--- src/design/wpbr_pkg.sv ---
`timescale 1ns / 1ps
// Shared types, constants and functions of the witness program bit regrouper.
package wpbr_pkg;

  localparam int MAX_PROGRAM_BYTES = 40;
  localparam int MAX_RESULTS       = 3;
  localparam int QUEUE_DEPTH       = 2;

  localparam int CNT_W = $clog2(MAX_RESULTS + 1);

  localparam logic [5:0] BYTE_SAT =
    (MAX_PROGRAM_BYTES < 63) ? 6'(MAX_PROGRAM_BYTES + 1) : 6'd63;
  localparam logic [5:0] MAX_BYTES = 6'(MAX_PROGRAM_BYTES);
  localparam logic [5:0] MIN_BYTES = 6'd2;
  localparam logic [5:0] V0_SHORT  = 6'd20;
  localparam logic [5:0] V0_LONG   = 6'd32;
  localparam logic [4:0] MAX_VER   = 5'd16;

  typedef enum logic [2:0] {
    ST_OK          = 3'd0,
    ST_BAD_PADDING = 3'd1,
    ST_BAD_LENGTH  = 3'd2,
    ST_BAD_VERSION = 3'd3,
    ST_V0_LENGTH   = 3'd4
  } status_t;

  typedef struct packed {
    logic [7:0] value;
    logic       is_status;
    status_t    code;
  } result_t;

  typedef struct packed {
    logic [CNT_W-1:0]                cnt;
    result_t [MAX_RESULTS-1:0]       res;
  } entry_t;

  function automatic logic [5:0] sat_inc(input logic [5:0] cnt);
    sat_inc = (cnt < BYTE_SAT) ? 6'(cnt + 6'd1) : cnt;
  endfunction

  function automatic status_t check_status(input logic [11:0] acc, input logic [2:0] pend,
                                           input logic [5:0] cnt, input logic [4:0] ver);
    logic [19:0] shifted;
    shifted = {8'd0, acc} << (4'd8 - {1'b0, pend});
    if (pend >= 3'd5 || shifted[7:0] != 8'd0) begin
      check_status = ST_BAD_PADDING;
    end else if (cnt < MIN_BYTES || cnt > MAX_BYTES) begin
      check_status = ST_BAD_LENGTH;
    end else if (ver > MAX_VER) begin
      check_status = ST_BAD_VERSION;
    end else if (ver == 5'd0 && cnt != V0_SHORT && cnt != V0_LONG) begin
      check_status = ST_V0_LENGTH;
    end else begin
      check_status = ST_OK;
    end
  endfunction

endpackage

--- src/design/wpbr_front.sv ---
`timescale 1ns / 1ps
// Front end: accepts words, regroups bits and builds the results of each word.
module wpbr_front (
  input  logic              clk,
  input  logic              rst,
  input  logic              cfg_write,
  input  logic              cfg_data,
  input  logic              in_valid,
  input  logic [7:0]        item_value,
  input  logic              end_of_message,
  input  logic              queue_full,
  output logic              in_stall,
  output logic              push,
  output wpbr_pkg::entry_t  push_entry
);

  logic        pack_mode;
  logic [11:0] acc, acc_next;
  logic [2:0]  pend, pend_next;
  logic [5:0]  cnt, cnt_next;
  logic [4:0]  ver, ver_next;
  logic        start, start_next;
  logic        accept;

  wpbr_pkg::entry_t         ent;
  logic [wpbr_pkg::CNT_W-1:0] n;
  logic [3:0]                 bits;

  assign in_stall   = queue_full;
  assign accept     = in_valid && !queue_full;
  assign push       = accept && (ent.cnt != '0);
  assign push_entry = ent;

  always_comb begin
    acc_next   = acc;
    pend_next  = pend;
    cnt_next   = cnt;
    ver_next   = ver;
    start_next = start;
    n          = '0;
    ent        = '0;
    bits       = '0;
    if (start) begin
      acc_next   = '0;
      pend_next  = '0;
      cnt_next   = '0;
      ver_next   = item_value[4:0];
      start_next = 1'b0;
      if (pack_mode) begin
        ent.res[0].value = {3'd0, item_value[4:0]};
        n = wpbr_pkg::CNT_W'(1);
      end
    end else if (!pack_mode) begin
      bits     = {1'b0, pend} + 4'd5;
      acc_next = {acc[6:0], item_value[4:0]};
      if (bits >= 4'd8) begin
        bits             = bits - 4'd8;
        ent.res[0].value = 8'(acc_next >> bits);
        n                = wpbr_pkg::CNT_W'(1);
        cnt_next         = wpbr_pkg::sat_inc(cnt);
      end
      pend_next = bits[2:0];
    end else begin
      bits     = {1'b0, pend} + 4'd8;
      acc_next = {acc[3:0], item_value};
      cnt_next = wpbr_pkg::sat_inc(cnt);
      for (int i = 0; i < wpbr_pkg::MAX_RESULTS; i++) begin
        if (bits >= 4'd5) begin
          bits             = bits - 4'd5;
          ent.res[n].value = {3'd0, 5'(acc_next >> bits)};
          n                = n + 1'b1;
        end
      end
      pend_next = bits[2:0];
    end
    if (end_of_message) begin
      if (pack_mode) begin
        if (pend_next != 3'd0) begin
          ent.res[n].value = {3'd0, 5'(acc_next << (3'd5 - pend_next))};
          n                = n + 1'b1;
        end
      end else begin
        ent.res[n].is_status = 1'b1;
        ent.res[n].code      = wpbr_pkg::check_status(acc_next, pend_next, cnt_next, ver_next);
        n                    = n + 1'b1;
      end
      start_next = 1'b1;
    end
    ent.cnt = n;
  end

  always_ff @(posedge clk) begin
    if (rst) begin
      pack_mode <= 1'b0;
      acc       <= '0;
      pend      <= '0;
      cnt       <= '0;
      ver       <= '0;
      start     <= 1'b1;
    end else if (cfg_write) begin
      pack_mode <= cfg_data;
      start     <= 1'b1;
    end else if (accept) begin
      acc   <= acc_next;
      pend  <= pend_next;
      cnt   <= cnt_next;
      ver   <= ver_next;
      start <= start_next;
    end
  end

endmodule

--- src/design/wpbr_queue.sv ---
`timescale 1ns / 1ps
// Short queue of result groups between the front and back ends.
module wpbr_queue (
  input  logic              clk,
  input  logic              rst,
  input  logic              push,
  input  wpbr_pkg::entry_t  push_entry,
  input  logic              pop,
  output logic              full,
  output logic              head_valid,
  output wpbr_pkg::entry_t  head
);

  localparam int PW = (wpbr_pkg::QUEUE_DEPTH > 1) ? $clog2(wpbr_pkg::QUEUE_DEPTH) : 1;
  localparam int CW = $clog2(wpbr_pkg::QUEUE_DEPTH + 1);
  localparam logic [PW-1:0] LAST_PTR = PW'(wpbr_pkg::QUEUE_DEPTH - 1);
  localparam logic [CW-1:0] DEPTH_C  = CW'(wpbr_pkg::QUEUE_DEPTH);

  wpbr_pkg::entry_t mem [wpbr_pkg::QUEUE_DEPTH];
  logic [PW-1:0]    wr_ptr, rd_ptr;
  logic [CW-1:0]    count;

  assign full       = (count == DEPTH_C);
  assign head_valid = (count != '0);
  assign head       = mem[rd_ptr];

  always_ff @(posedge clk) begin
    if (push) begin
      mem[wr_ptr] <= push_entry;
    end
  end

  always_ff @(posedge clk) begin
    if (rst) begin
      wr_ptr <= '0;
      rd_ptr <= '0;
      count  <= '0;
    end else begin
      if (push) begin
        wr_ptr <= (wr_ptr == LAST_PTR) ? '0 : PW'(wr_ptr + 1'b1);
      end
      if (pop) begin
        rd_ptr <= (rd_ptr == LAST_PTR) ? '0 : PW'(rd_ptr + 1'b1);
      end
      if (push && !pop) begin
        count <= count + 1'b1;
      end else if (pop && !push) begin
        count <= count - 1'b1;
      end
    end
  end

endmodule

--- src/design/wpbr_back.sv ---
`timescale 1ns / 1ps
// Back end: sends the results of each queued group one word at a time.
module wpbr_back (
  input  logic              clk,
  input  logic              rst,
  input  logic              head_valid,
  input  wpbr_pkg::entry_t  head,
  output logic              pop,
  output logic              out_valid,
  input  logic              out_stall,
  output logic [7:0]        out_value,
  output logic              is_status,
  output logic [2:0]        status_code,
  output logic              last_result
);

  logic [wpbr_pkg::CNT_W-1:0] k;
  logic                       load;
  logic                       group_end;

  assign load      = head_valid && (!out_valid || !out_stall);
  assign group_end = (k == wpbr_pkg::CNT_W'(head.cnt - 1'b1));
  assign pop       = load && group_end;

  always_ff @(posedge clk) begin
    if (load) begin
      out_value   <= head.res[k].value;
      is_status   <= head.res[k].is_status;
      status_code <= head.res[k].code;
      last_result <= group_end;
    end
  end

  always_ff @(posedge clk) begin
    if (rst) begin
      out_valid <= 1'b0;
      k         <= '0;
    end else begin
      if (load) begin
        out_valid <= 1'b1;
        k         <= group_end ? '0 : k + 1'b1;
      end else if (!out_stall) begin
        out_valid <= 1'b0;
      end
    end
  end

endmodule

--- src/design/witness_program_bit_regrouper.sv ---
`timescale 1ns / 1ps
// Top level of the witness program bit regrouper.
// The accepting edge writes a word's results into the queue; the output register then takes the first.
// Throughput: one word per cycle while each word gives at most one result and out_stall is low;
// otherwise the single output register sends the results one at a time (up to three in pack mode).
// Reset (rst, synchronous): unpack mode, next word starts a message, queue and output empty.
module witness_program_bit_regrouper (
  input  logic       clk,
  input  logic       rst,
  input  logic       cfg_write,
  input  logic       cfg_data,
  input  logic       in_valid,
  output logic       in_stall,
  input  logic [7:0] item_value,
  input  logic       end_of_message,
  output logic       out_valid,
  input  logic       out_stall,
  output logic [7:0] out_value,
  output logic       is_status,
  output logic [2:0] status_code,
  output logic       last_result
);

  logic             queue_full;
  logic             push;
  logic             pop;
  logic             head_valid;
  wpbr_pkg::entry_t push_entry;
  wpbr_pkg::entry_t head;

  wpbr_front u_front (
    .clk            (clk),
    .rst            (rst),
    .cfg_write      (cfg_write),
    .cfg_data       (cfg_data),
    .in_valid       (in_valid),
    .item_value     (item_value),
    .end_of_message (end_of_message),
    .queue_full     (queue_full),
    .in_stall       (in_stall),
    .push           (push),
    .push_entry     (push_entry)
  );

  wpbr_queue u_queue (
    .clk        (clk),
    .rst        (rst),
    .push       (push),
    .push_entry (push_entry),
    .pop        (pop),
    .full       (queue_full),
    .head_valid (head_valid),
    .head       (head)
  );

  wpbr_back u_back (
    .clk         (clk),
    .rst         (rst),
    .head_valid  (head_valid),
    .head        (head),
    .pop         (pop),
    .out_valid   (out_valid),
    .out_stall   (out_stall),
    .out_value   (out_value),
    .is_status   (is_status),
    .status_code (status_code),
    .last_result (last_result)
  );

endmodule

--- config.mk ---
export PLATFORM = sky130hd
export DESIGN_NAME = witness_program_bit_regrouper
export DESIGN_NICKNAME = d
export VERILOG_FILES = /design/src/design/wpbr_pkg.sv /design/src/design/wpbr_front.sv /design/src/design/wpbr_queue.sv /design/src/design/wpbr_back.sv /design/src/design/witness_program_bit_regrouper.sv
export SDC_FILE = /design/constraint.sdc
export NUM_CORES = 1
export LEC_CHECK = 0
export BUFFER_PORTS_ARGS = -buffer_cell sky130_fd_sc_hd__buf_2
export CORE_UTILIZATION = 57
export DETAILED_ROUTE_END_ITERATION = 8
export PLACE_DENSITY = 0.77
export SLEW_MARGIN = 0
export SYNTH_ARGS = -nofsm -noshare
export SYNTH_HDL_FRONTEND = slang
export SYNTH_HIERARCHICAL = 1
export SYNTH_SLANG_ARGS = --single-unit
--- constraint.sdc ---
create_clock -name clk -period 7.65 [get_ports clk]
set_input_delay 1.1475 -clock clk [delete_from_list [all_inputs] [get_ports clk]]
set_output_delay 1.1475 -clock clk [all_outputs]
set_load 0.05 [all_outputs]
# ---- After elaboration in Yosys (flattened, before gate mapping)
# Memories as Yosys holds them, arrays and structs flattened. A register that Yosys moved wholly into a read port is not among the register bits.
# Index checks and enable logic that the tools add are counted.
dict set report totals {
  in_bits 15
  ramBits 76
  ff_bits 43
  memories 1
  word_cells 173
  out_inout_bits 15
}
# name depth width rd rd_ports_with_merged_regs write_ports line
set memory_table {}
lappend memory_table {u_queue.mem 2 38 1 1 1 wpbr_queue.sv:19} ;# wpbr_pkg::entry_t mem [wpbr_pkg::QUEUE_DEPTH];
dict set report op_classes {
  n_mux 84
  bitwise_logic 1
  n_reduce_logical 27
  add_sub_neg 18
  order_cmp 16
  n_eq_ne 5
  shifts 6
}
# cell n
set ops {}
lappend ops {{$mux W36} 7}
lappend ops {{$bwmux W36} 5}
lappend ops {{$demux W12 S2} 5}
lappend ops {{$mux W12} 6}
lappend ops {{$mux W24} 2}
lappend ops {{$mux W8} 5}
lappend ops {{$mux W4} 9}
lappend ops {{$shr A12 B4 Y5} 3}
lappend ops {{$mux W3} 11}
lappend ops {{$mux W2} 14}
lappend ops {{$bmux W12 S2} 1}
lappend ops {{$mux W6} 4}
lappend ops {{$mux W5} 3}
lappend ops {{$ge A4 B3 Y1 const B} 3}
lappend ops {{$lt A2 B3 Y1 const B} 4}
lappend ops {{$mux W1} 12}
lappend ops {{$shl A12 B3 Y5} 1}
lappend ops {{$shl A12 B4 Y8} 1}
lappend ops {{$shr A12 B4 Y8} 1}
lappend ops {{$sub A4 B3 Y4 const B} 3}
lappend ops {{$logic_and A1 B1 Y1} 11}
lappend ops {{$add A2 B1 Y2 const B} 5}
lappend ops {{$reduce_bool A8 Y1} 1}
lappend ops {{$add A6 B1 Y6 const B} 1}
lappend ops {{other kinds (27)} 39}

# ---- Logic depth before layout (Yosys ltp)
dict set report depth {
  depth_word 23
  ltp_mapped 30
  ltp_nobuf 25
}

# ---- Hierarchy
# The synthesis kept the hierarchy.
# mod area_per_inst_um2 cells_per_inst instances
set modules_own_cells {}
lappend modules_own_cells {wpbr_front 4282.9 628 1}
lappend modules_own_cells {wpbr_queue 2955.3 140 1}
lappend modules_own_cells {wpbr_back 813.3 74 1}

# ---- Worst setup path after synthesis
# No wires, ideal clock.
dict set report synth_path {
  path_kind {register to register}
  start {register u_front.pend[0]}
  end {memory u_queue/mem[0][0] (netlist bit), enable pin}
  synth_period_minus_slack_ps 7329
  setup_slack_ps 321
  path_buffers 8
  stages_incl_launch_ff 25
  t_arrival_ps 6891
  setup_ps 438
  cell_sequence {dfxtp_1 clkbuf_2 inv_1 clkbuf_1 clkbuf_1 ha_1 clkbuf_1 buf_2 buf_2 buf_1 xnor2_1 ha_1 buf_1 clkinv_1 a211o_1 o21ai_2 inv_1 ha_1 ha_1 a31oi_1 o32ai_1 a21oi_1 nor2_1 nor2_1 nor2b_1}
}
# item line
set synth_rtl {}
lappend synth_rtl {{start: declaration} wpbr_front.sv:19} ;# logic [2:0] pend, pend_next;
lappend synth_rtl {{start signal: assignment} wpbr_front.sv:105} ;# pend <= pend_next;
lappend synth_rtl {{end: declaration} wpbr_queue.sv:19}

==> impl_metrics.yaml <==
outcome:
  outcome: "finished, final reports clean"
layout:
  drive_gt1_share_pct: 17.4
  layout_commonest_cell: "edfxtp_1"
  layout.nets: 867
  final_cell_mix: "edfxtp_1, nand2_1, nor2_1, a21oi_1, mux2i_1"
  syn2layout_area_growth_pct: 9.56
  stdcell_count: 1030
die:
  pin_count: 30
  fp.dieW_um: 121
  initial_core_util_pct: 58.2
  core_area_um2: 13800
  die_h_um: 121
  die-area_um2: 14600
  std_cell_rows: 43
sta:
  fin_skew_ps: 10.1
  fmax_mhz: 157
  fin_crit_ps: 6380
  finalSetupViolCount: 0
  relSlewSlack_pct: 15.3
  rsz0062_at_grt: "false"
  setup_tns_ps: 0
  slew_viol_final: 0
  hold_viol_final: 0
  tightest_slew_ps: 1260
  fin_crit_sh_pct: 83.3
global_route:
  met1_usage_pct: 36.5
  use_met2_pct: 50.9
  grtUsageTotal_pct: 30.2
  met3_usage_pct: 7.24
  overflow: 0
  grt_antenna_before_repair: 1
  grt_busiest_layer: "met2"
  grt_pass1_vias: 6407
  grt_pass1_wl_um: 33500
  grt_max_degree: 54
critical_path:
  cp-end-kind: "register"
  cp.arrival_ps: 6400
  critPathLaunchType: "register"
  required_ps: 7680
  r2r_cells: 21
  crit_path_max_fanout: 38
  critPathKind: "register to register"
cts:
  cts_buffers: 17
  cts_setup_buffers: 0
  cts_tree: "yes"
  clockBufferDepth: 2
  worstSkewPairLatency_ps: 420
  cts.repair.resized: 0
  cts.htree.levels: 4
  root_buffer: "clkbuf_16"
  cts_hold_buf: 0
  clk_pin_slew_ps: 60
  cts_num_sinks: 120
logic_synthesis:
  yosysWarnings: 6
  synth_top_area_cell: "edfxtp_1"
  ys_types: 83
  synth_seq_area_share_pct: 40.9
  syn_avg_cell_area_um2: 9.56
  syn_area_um2: 8050
  synth_edf_count: 89
  synth.top_cell.area_share_pct: 33.2
  synthArstFlopShare_pct: 0
  ys.flop_type: "edfxtp_1"
  postSynthCellCount: 842
  ys_seq_elements: 120
  ys_top_cells_by_area: "edfxtp_1, dfxtp_1, mux2_2"
route:
  routed-via-count: 6577
  vias_per_cell: 6.39
  antenna_left: 0
  drc_errors: 0
  finalWirelength_um: 21400
  dr.pass1.iters: 5
  dr.first_iter.drc_count: 630
  wl_per_cell_um: 20.7
power_and_ir_drop:
  ir_drop_v: 0.000188
  pwr_density_cell_nw_per_um2: 273
  power.leakage_nw: 3.18
place:
  place.detailed.hpwl_um: 14500
  place_congestion: 0.971
  io_buffers: 29
  dpl.cell_count: 997
min_path:
  hold_path_class: "register to register"
  hold_depth: 2
flow_run:
  maxCapViolations: 0
-- per-stage QoR --
stage	hold slack (ps)	total power [mW]	utilization (%)	setup slack, ps	cell area (um2)
floorplan	454	1.43	-	321	8070
global placement	468	1.54	59.3	1610	8190
detailed placement	490	1.57	59.3	1380	8190
CTS	503	2.42	63.8	1330	8820
global route	539	2.50	63.8	742	8820
finish	499	2.41	63.8	1270	8820
-- synthesized netlist by cell type (8+ instances only) --
cell / number
nor2b_1: 19
clkbuf_1: 37
o21ai_0: 45
nor3_1: 11
nand2_1: 79
inv_1: 26
mux2_2: 49
ha_1: 16
a21oi_1: 59
buf_4: 9
dfxtp_1: 31
buf_2: 13
nand2b_1: 8
a211oi_1: 13
o211ai_1: 13
nand3_1: 14
a21o_1: 9
nor2_1: 77
a31oi_1: 11
xnor2_1: 9
edfxtp_1: 89
mux2i_1: 55
and2_1: 8
a211o_1: 9
-- sequential cells by signal (all words and copies together), names as in the netlist, 2 cells and up, named ones only --
| register | count |
|---|---|
| u_back/out_value | 8 |
| u_queue/count | 2 |
| u_front/pend | 3 |
| u_queue/mem | 76 |
| u_front/acc | 7 |
| u_back/status_code | 3 |
| u_front/cnt | 6 |
| u_back/k | 2 |
| u_front/ver | 5 |
-- routing by layer --
layer / share of wire (%) / wire [um]
met1: 41 / 8750
met2: 49 / 10500
met3: 6.2 / 1320
met4: 3.7 / 796
met5: 0 / 0
-- kinds of logic after synthesis --
logic type                 synth area share (%)
and+or+nand+nor                            15.2
AOI/OAI and AO/OA                          19.3
DFF                                        40.9
muxes                                      15.1
buffers and inverters                      5.30
adders and majority gates                  2.49
xor gates and xnor gates                   1.60
other                                    0.0466
-- power by group --
part | internal, mW | total (mW) | switching, mW | leakage [nW]
Clock | 0.547 | 0.845 | 0.298 | 0.299
Combinational | 0.239 | 0.718 | 0.479 | 1.78
Sequential | 0.809 | 0.845 | 0.0363 | 1.11
Total | 1.59 | 2.41 | 0.813 | 3.18
-- worst max-delay path: stages (launching register included) --
cell and delay, ps:
dfxtp_1 720, inv_1 150, ha_1 330, nand2b_2 150
a21oi_1 110, o311ai_4 470, inv_2 230, ha_1 250
nand2b_1 180, a311o_1 390, o21ai_0 370, a21oi_1 160
inv_2 190, ha_1 180, ha_1 230, nor2_1 130
o21ai_0 170, o31ai_1 90, a21oi_1 210, nor2_1 80
nor2_1 230, nor2b_4 940
-- final cells by class --
cell class	count	area, um2
clock buffers	18	429
inverters	29	109
clock inverters	14	196
multi-input cells	631	4360
well taps	180	225
repair buffers	37	205
fillers	1075	5010
flip-flops and latches	120	3290
diodes	1	2.50
-- final timing paths --
path / start / to / slack (ps)
hold reg to reg: u_front/ver[0] / u_front/ver[0] / 500
setup reg to reg: u_front/pend[1] / u_queue/mem[0][33] / 1270
hold / removal: u_front/ver[0] / u_front/ver[0] / 500
setup / recovery: u_front/pend[1] / u_queue/mem[0][33] / 1270
Power figures use the tool's default switching activity.
